==> config.mk <==
export PLATFORM = sky130hd
export DESIGN_NAME = spi_flash_read_sequencer_core
export DESIGN_NICKNAME = d
export VERILOG_FILES = /design/src/rtl/sfrs_pkg.sv /design/src/rtl/sfrs_seq.sv /design/src/rtl/spi_flash_read_sequencer_core.sv
export SDC_FILE = /design/constraint.sdc
export NUM_CORES = 1
export LEC_CHECK = 0
export BUFFER_PORTS_ARGS = -buffer_cell sky130_fd_sc_hd__buf_4
export CAP_MARGIN = 20
export CORE_MARGIN = 3
export CORE_UTILIZATION = 40
export DETAILED_ROUTE_END_ITERATION = 6
export GPL_TIMING_DRIVEN = 0
export PLACE_DENSITY_LB_ADDON = 0.3
export SLEW_MARGIN = 0
export SYNTH_ARGS = -nofsm -noshare
export SYNTH_HDL_FRONTEND = slang
export SYNTH_SLANG_ARGS = --single-unit
==> constraint.sdc <==
create_clock -name i_clk -period 2.4 [get_ports i_clk]
set_clock_uncertainty 0.1 [all_clocks]
set_input_delay 0.36 -clock i_clk [delete_from_list [all_inputs] [get_ports i_clk]]
set_output_delay 0.36 -clock i_clk [all_outputs]
set_load 0.05 [all_outputs]
==> src/rtl/sfrs_pkg.sv <==
// Shared types and constants for the serial flash read sequencer.
// No dependencies; imported by every file of the block.
package sfrs_pkg;

    // Read command byte (03h) and a zero filler byte
    localparam logic [7:0] CMD_READ  = 8'h03;
    localparam logic [7:0] FILL_BYTE = 8'h00;

    // Input codes for the kind field
    localparam logic KIND_START = 1'b0;
    localparam logic KIND_XFER  = 1'b1;

    // One input request
    typedef struct packed {
        logic        kind;
        logic [23:0] flash_address;
        logic [7:0]  byte_count;
        logic        to_queue;
        logic [7:0]  rx_byte;
    } t_in;

    // One result request
    typedef struct packed {
        logic       tx_valid;
        logic [7:0] tx_byte;
        logic       select_active;
        logic       data_valid;
        logic [7:0] data_byte;
        logic [7:0] data_index;
        logic       data_to_queue;
        logic       done_res;
        logic       busy_res;
    } t_out;

endpackage

==> src/rtl/sfrs_seq.sv <==
// Sequencer state and per-request next-state/result logic.
// Depends on sfrs_pkg.
module sfrs_seq (
    input  logic           i_clk,
    input  logic           i_rst_n,
    input  logic           i_step,
    input  sfrs_pkg::t_in  i_in,
    output sfrs_pkg::t_out o_res
);
    import sfrs_pkg::*;

    typedef enum logic [2:0] {
        PH_IDLE,
        PH_ADDRH,
        PH_ADDRM,
        PH_ADDRL,
        PH_PRE,
        PH_DATA
    } t_phase;

    t_phase      r_phase,    n_phase;
    logic [23:0] r_addr,     n_addr;
    logic [7:0]  r_total,    n_total;
    logic [7:0]  r_pos,      n_pos;
    logic        r_queue,    n_queue;
    logic        r_busy,     n_busy;

    // Next state and result for the request being accepted
    always_comb begin
        n_phase = r_phase;
        n_addr  = r_addr;
        n_total = r_total;
        n_pos   = r_pos;
        n_queue = r_queue;
        n_busy  = r_busy;
        o_res   = '0;

        if (i_in.kind == KIND_START) begin
            // start (or restart): latch request, send command
            n_addr  = i_in.flash_address;
            n_total = i_in.byte_count;
            n_queue = i_in.to_queue;
            n_pos   = 8'd0;
            n_busy  = 1'b1;
            n_phase = PH_ADDRH;
            o_res.tx_valid = 1'b1;
            o_res.tx_byte  = CMD_READ;
        end else begin
            unique case (r_phase)
                PH_ADDRH: begin
                    o_res.tx_valid = 1'b1;
                    o_res.tx_byte  = r_addr[23:16];
                    n_phase        = PH_ADDRM;
                end
                PH_ADDRM: begin
                    o_res.tx_valid = 1'b1;
                    o_res.tx_byte  = r_addr[15:8];
                    n_phase        = PH_ADDRL;
                end
                PH_ADDRL: begin
                    o_res.tx_valid = 1'b1;
                    o_res.tx_byte  = r_addr[7:0];
                    n_phase        = PH_PRE;
                end
                PH_PRE: begin
                    // first filler; received byte belongs to address low
                    o_res.tx_valid = 1'b1;
                    o_res.tx_byte  = FILL_BYTE;
                    n_pos          = 8'd1;
                    n_phase        = PH_DATA;
                end
                PH_DATA: begin
                    o_res.data_valid    = 1'b1;
                    o_res.data_byte     = i_in.rx_byte;
                    o_res.data_index    = r_pos - 8'd1;
                    o_res.data_to_queue = r_queue;
                    // count of zero ends after the position wraps back to zero
                    if (r_pos == r_total) begin
                        o_res.done_res = 1'b1;
                        n_busy         = 1'b0;
                        n_phase        = PH_IDLE;
                    end else begin
                        o_res.tx_valid = 1'b1;
                        o_res.tx_byte  = FILL_BYTE;
                        n_pos          = r_pos + 8'd1;
                    end
                end
                default: begin
                    // transfer while idle is ignored
                end
            endcase
        end

        o_res.select_active = n_busy;
        o_res.busy_res      = n_busy;
    end

    // State registers
    always_ff @(posedge i_clk) begin
        if (!i_rst_n) begin
            r_phase <= PH_IDLE;
            r_addr  <= '0;
            r_total <= '0;
            r_pos   <= '0;
            r_queue <= 1'b0;
            r_busy  <= 1'b0;
        end else if (i_step) begin
            r_phase <= n_phase;
            r_addr  <= n_addr;
            r_total <= n_total;
            r_pos   <= n_pos;
            r_queue <= n_queue;
            r_busy  <= n_busy;
        end
    end

endmodule

==> src/rtl/spi_flash_read_sequencer_core.sv <==
// A result is valid in the cycle after its request is accepted.
// Throughput: one request per cycle; the output register refills in the
// same cycle it is taken, so only a held result stops input.
// Reset (synchronous, active low) returns the sequencer to idle with chip
// select released and empties the output register.
// Top level: input handshake, sequencer state and the result register.
// Depends on sfrs_pkg and sfrs_seq.
module spi_flash_read_sequencer_core (
    input  logic           i_clk,
    input  logic           i_rst_n,
    input  logic           i_in_valid,
    output logic           o_in_ready,
    input  sfrs_pkg::t_in  i_in,
    output logic           o_out_valid,
    input  logic           i_out_ready,
    output sfrs_pkg::t_out o_out
);
    import sfrs_pkg::*;

    logic r_out_valid;
    t_out r_out;
    t_out w_res;
    logic w_step;

    // Accept when the result register is empty or being drained
    assign o_in_ready = !r_out_valid || i_out_ready;
    assign w_step     = i_in_valid && o_in_ready;

    sfrs_seq u_seq (
        .i_clk   (i_clk),
        .i_rst_n (i_rst_n),
        .i_step  (w_step),
        .i_in    (i_in),
        .o_res   (w_res)
    );

    // Result register
    always_ff @(posedge i_clk) begin
        if (!i_rst_n) begin
            r_out_valid <= 1'b0;
        end else if (o_in_ready) begin
            r_out_valid <= i_in_valid;
        end
    end

    always_ff @(posedge i_clk) begin
        if (w_step) begin
            r_out <= w_res;
        end
    end

    assign o_out_valid = r_out_valid;
    assign o_out       = r_out;

endmodule

==> results of run 1 <==
==> critical path, cell delays in order (launching register included) <==
cell	delay, ps
dfxtp_1	350
buf_2	250
xnor2_1	150
nand4_1	220
or2_1	320
buf_2	200
o21ai_1	140
o211ai_1	100
==> cell usage after synthesis (5+ instances only) <==
cell	n	area (um^2)
a21oi_1	47	235
a31oi_1	5	31.3
and2_1	10	62.6
buf_2	16	80.1
clkbuf_1	11	41.3
dfxtp_1	46	921
edfxtp_1	29	871
inv_1	5	18.8
mux2i_1	9	90.1
nand2_1	82	308
nand3_1	7	35.0
nor2_1	28	105
o21ai_0	8	40.0
xnor2_1	11	96.3
==> path summary, 6_finish.rpt <==
| check | start | to | slack, ps | cells after the start |
|---|---|---|---|---|
| max | u_seq.r_pos[0] | o_out[29] | 300 | 7 |
| min | i_in[37] | u_seq.r_addr[20] | 160 | 3 |
| max reg2reg | u_seq.r_pos[0] | o_out[29] | 300 | 7 |
| min reg2reg | u_seq.r_addr[4] | u_seq.r_addr[4] | 360 | 2 |
==> flip-flops by register name, indices dropped and copies added, names as in the netlist <==
register,flops
u_seq.r_addr,24
u_seq.r_queue,1
u_seq.r_busy,1
u_seq.r_pos,8
u_seq.r_total,8
o_out_valid,1
u_seq.r_phase,3
o_out,29
==> routing by layer <==
layer / track usage / routed length [um] / vias up
met4: 0.0639 / 113 / 0
met3: 0.0345 / 489 / 10
met5: 0 / 0 / -
met1: 0.213 / 3550 / 1236
li1: - / - / 1443
met2: 0.250 / 3360 / 93
==> cell type report <==
cell class / instances / area [um^2]
repair buffers: 76 / 571
flip-flops and latches: 75 / 1790
fillers: 795 / 3710
multi-input cells: 258 / 1400
well taps: 102 / 128
clock inverters: 7 / 33.8
clock buffers: 9 / 124
inverters: 7 / 26.3
plain buffers: 30 / 139
==> per-stage QoR <==
step	hold slack [ps]	setup slack (ps)
3_3_place_gp	343	195
6_report	165	298
5_1_grt	164	146
2_1_floorplan	332	165
4_1_cts	151	289
3_5_place_dp	350	137
==> power by group through the flow <==
stage                     Clock (mW)  Sequential [mW]  Combinational (mW)
after floorplan                    0             1.50               0.154
after global routing           0.881             1.39               0.403
final                          0.803             1.39               0.373
after global placement             0             1.42               0.371
after CTS                      0.821             1.39               0.375
after detailed placement           0             1.42               0.374
==> logic make-up (layout without fill, tap and decap cells) <==
logic type | Yosys count | count (layout) | synth area share
adders and majority gates | 2 | 2 | 0.00746
DFF | 75 | 75 | 0.534
AOI/OAI and AO/OA | 76 | 76 | 0.132
muxes | 10 | 10 | 0.0302
and+or+nand+nor | 156 | 156 | 0.211
xor gates and xnor gates | 14 | 14 | 0.0366
buffers and inverters | 37 | 129 | 0.0489
==> metrics.cfg, run 1 <==
[run_status]
outcome = complete, no violations

[final_layout]
final_area_mm2 = 0.00421
layout_common_cells = nand2_1 (82), buf_4 (77), a21oi_1 (47)
fin_util = 0.531
diodes = 0
area_growth_pct = 25.6
instances_no_fill = 564
fin_nets = 505
final_common_cell = nand2_1
drive_gt1_frac = 0.249

[cts]
cts-root-buf = clkbuf_8
cts_buffer_depth = 2
cts_tree = done
cts_setup_buffers = 0
hold_buffers = 0
postCtsResizedCells = 0
cts_sinks = 75
insertion_delay_ps = 340
h-tree-depth = 3
cts_made_buffers = 9
clk_pin_slew_ps = 70

[floorplanning]
die-width_um = 97.6
die_h_um = 97.6
coreArea_mm2 = 0.00793
start_util = 0.423
dieArea_mm2 = 0.00952
rows = 32
ios = 78

[timing]
post-route-min-period_ps = 2100
period_share = 0.876
finalHoldViolCount = 0
rsz0062_at_grt = no
setup_viol = 0
fmax_mhz = 476
worst_pin_slew_ps = 780
slew-limit-headroom = 0.480
tns_ps = 0
finalMaxSlewViolations = 0

[yosys]
synthCells = 370
synth_ff_type = dfxtp_1
ys_seq_area_frac = 0.534
netlist_area_mm2 = 0.00335
ys_warn_count = 0
async_flop_share = 0
syn_area_per_cell_um2 = 9.06
syn-num-nets = 418
synth.distinct_cells = 49
synth-seq-cells = 75
synth_edf_count = 29

[power_and_ir_drop]
intPower_mw = 1.87
switchingPower_mw = 0.698
clkPwrFrac = 0.313
combPwrFrac = 0.146
pwr-share-seq = 0.541
finalPower_mw = 2.56
swShare = 0.272
powerDensity_mw_per_mm2 = 608
p_leak_nw = 1.65
ir_drop_uv = 245

[global_route]
grt_use_total = 0.159
grt_pass1_vias = 2682
antenna_found_initial = 0
grt_pass1_wl_um = 12500
grt.overflow.total = 0
grt_max_degree = 35

[route]
drtIter0Drc = 152
drt_pass1_iterations = 4
postRouteAntennaNets = 0
routedWlPerCell_um = 13.3
route.detailed.drc = 0
avgViaCountPerCell = 4.93
num_vias = 2782
wl_um = 7510

[worst_setup_path]
worst-setup-path-type = reg2reg
arrival_ps = 2070
endpoint_kind = flip-flop
cp_max_fo = 10
cp.required_ps = 2370
startpoint_type = flip-flop

[place]
dpl.cell_count = 548
io_buffers = 76
routabilityCongestion = 0.873
dpl-instance-area_mm2 = 0.00406
place_hpwl_um = 5520

[run]
cap_violations = 0

[min_path]
hold_class = in2reg

Power figures use the tool's default switching activity.
==> run 2: changes to the inputs <==
--- a/config.mk
+++ b/config.mk
@@ -8,7 +8,7 @@
 export BUFFER_PORTS_ARGS = -buffer_cell sky130_fd_sc_hd__buf_4
 export CAP_MARGIN = 20
 export CORE_MARGIN = 3
-export CORE_UTILIZATION = 40
+export CORE_UTILIZATION = 48
 export DETAILED_ROUTE_END_ITERATION = 6
 export GPL_TIMING_DRIVEN = 0
 export PLACE_DENSITY_LB_ADDON = 0.3
==> run 2 against run 1 <==
Effect of this change: flip-flop and latch count stayed put; non-clock buffer count stayed put; via count is 3.5% higher.
==> metrics.cfg, run 2 (synthesis results as in run 1) <==
[route]
wl_met1_um = 3310
route.detailed.drc = 0
avgViaCountPerCell = 5.19
num_vias = 2879
top_layer_used = met4
wl_um = 7490
met3_length_um = 605
postRouteAntennaNets = 0
drt_pass1_iterations = 5
wl_met2_um = 3500
drtIter0Drc = 228
routedWlPerCell_um = 13.5

[timing]
finalMaxSlewViolations = 0
worst_pin_slew_ps = 760
setup_viol = 0
holdWs_ps = 150
post-route-min-period_ps = 2090
timing.final.ws_setup_ps = 309
slew-limit-headroom = 0.494
rsz0062_at_grt = no
tns_ps = 0
finalHoldViolCount = 0
fmax_mhz = 478
period_share = 0.871

[worst_setup_path]
path_cells = buf_2, xnor2_1, nand4_1, or2_1, buf_2, o21ai_0, nand2_1
cp.required_ps = 2400
ff2ff_setup_slack_ps = 310
cp_max_fo = 10
critical-path-max-stage-delay_ps = 350
crit_path_frequent_cell = buf_2
arrival_ps = 2090
cp_slowest_cell = dfxtp_1
worst-setup-path-type = reg2reg
startpoint_type = flip-flop
endpoint_kind = flip-flop

[power_and_ir_drop]
switchingPower_mw = 0.727
p_leak_nw = 1.67
swShare = 0.255
intPower_mw = 2.12
combPwrFrac = 0.131
pwr-share-seq = 0.487
powerDensity_mw_per_mm2 = 667
ir_drop_uv = 435
clkPwrFrac = 0.382

[global_route]
grt_pass1_wl_um = 11800
grt.overflow.total = 0
grt_use_total = 0.190
antenna_found_initial = 0
grt_pass1_vias = 2539
grt_max_degree = 35

[floorplanning]
dieArea_mm2 = 0.00802
die_h_um = 89.6
coreArea_mm2 = 0.00657
ios = 78
start_util = 0.511
die-width_um = 89.6
rows = 29

[cts]
cts_sinks = 75
h-tree-depth = 3
cts_buffer_depth = 2
cts_setup_buffers = 0
cts_tree = done
hold_buffers = 0
insertion_delay_ps = 350
postCtsResizedCells = 0
cts-root-buf = clkbuf_8
cts_made_buffers = 9
clk_pin_slew_ps = 80

[place]
routabilityCongestion = 0.846
place_hpwl_um = 5300
io_buffers = 76
post-place-ws_ps = 172

[final_layout]
drive_gt1_frac = 0.255
final_common_cell = nand2_1
diodes = 0
fin_util = 0.650
area_growth_pct = 27.4
layout_common_cells = nand2_1 (82), buf_4 (77), a21oi_1 (47)
fillCellCount = 559
fin_nets = 505
largest_register_ffs = 29

[run]
cap_violations = 0

[min_path]
hold_class = in2reg

[run_status]
outcome = complete, no violations

-- run 2: cell types whose count changed in the layout (fill, tap and decap cells not counted) --
cell	delta
clkinv_2	-2
bufinv_16	+2
clkbuf_8	+1
clkinv_1	-4
clkinvlp_4	+1
clkinv_4	+1
clkbuf_1	+1
-- run 2: path summary, 6_finish.rpt --
check / startpoint / to / cells past startpoint
worst min register to register: u_seq.r_addr[19] / u_seq.r_addr[19] / 2
worst min-delay path: i_in[31] / u_seq.r_addr[14] / 3
worst max register to register: u_seq.r_pos[0] / o_out[0] / 7
worst max-delay path: u_seq.r_pos[0] / o_out[0] / 7
-- run 2: worst max-delay path, delay by kind of cell (launching register included) --
family / cells / cell delay (ps)
XOR/XNOR: 1 / 150
AO/OA/AOI/OAI: 1 / 190
AND/OR/NAND/NOR: 3 / 610
flip-flops: 1 / 350
buffers and inverters: 2 / 450
-- run 2: power groups by stage --
stage               Sequential [mW]  Combinational (mW)  Clock (mW)
floorplan                      1.50               0.154           0
global placement               1.41               0.370           0
detailed placement             1.42               0.374           0
CTS                            1.39               0.375        1.10
global route                   1.39               0.404        1.16
finish                         1.39               0.374        1.09
-- run 2: stage by stage --
| step | power (mW) | std cells | area, um^2 |
|---|---|---|---|
| 5_1_grt | 2.95 | 555 | 4270 |
| 4_1_cts | 2.86 | 555 | 4270 |
| 6_report | 2.85 | 555 | 4270 |
| 3_3_place_gp | 1.78 | 539 | 4040 |
| 2_1_floorplan | 1.65 | 370 | 3360 |
| 3_5_place_dp | 1.79 | 539 | 4040 |
-- run 2: layout make-up --
class,instances,area [um^2],share of cell area
well taps,93,116,0.0272
clock buffers,11,141,0.0331
inverters,7,26.3,0.00615
clock inverters,5,85.1,0.0199
plain buffers,30,139,0.0325
multi-input cells,258,1400,0.328
flip-flops and latches,75,1790,0.420
repair buffers,76,571,0.134
-- run 2: layer usage --
layer | vias to the layer above | GRT usage
met3 | 10 | 0.0529
met4 | 0 | 0.0582
met5 | - | 0
li1 | 1448 | -
met2 | 109 | 0.292
met1 | 1312 | 0.261
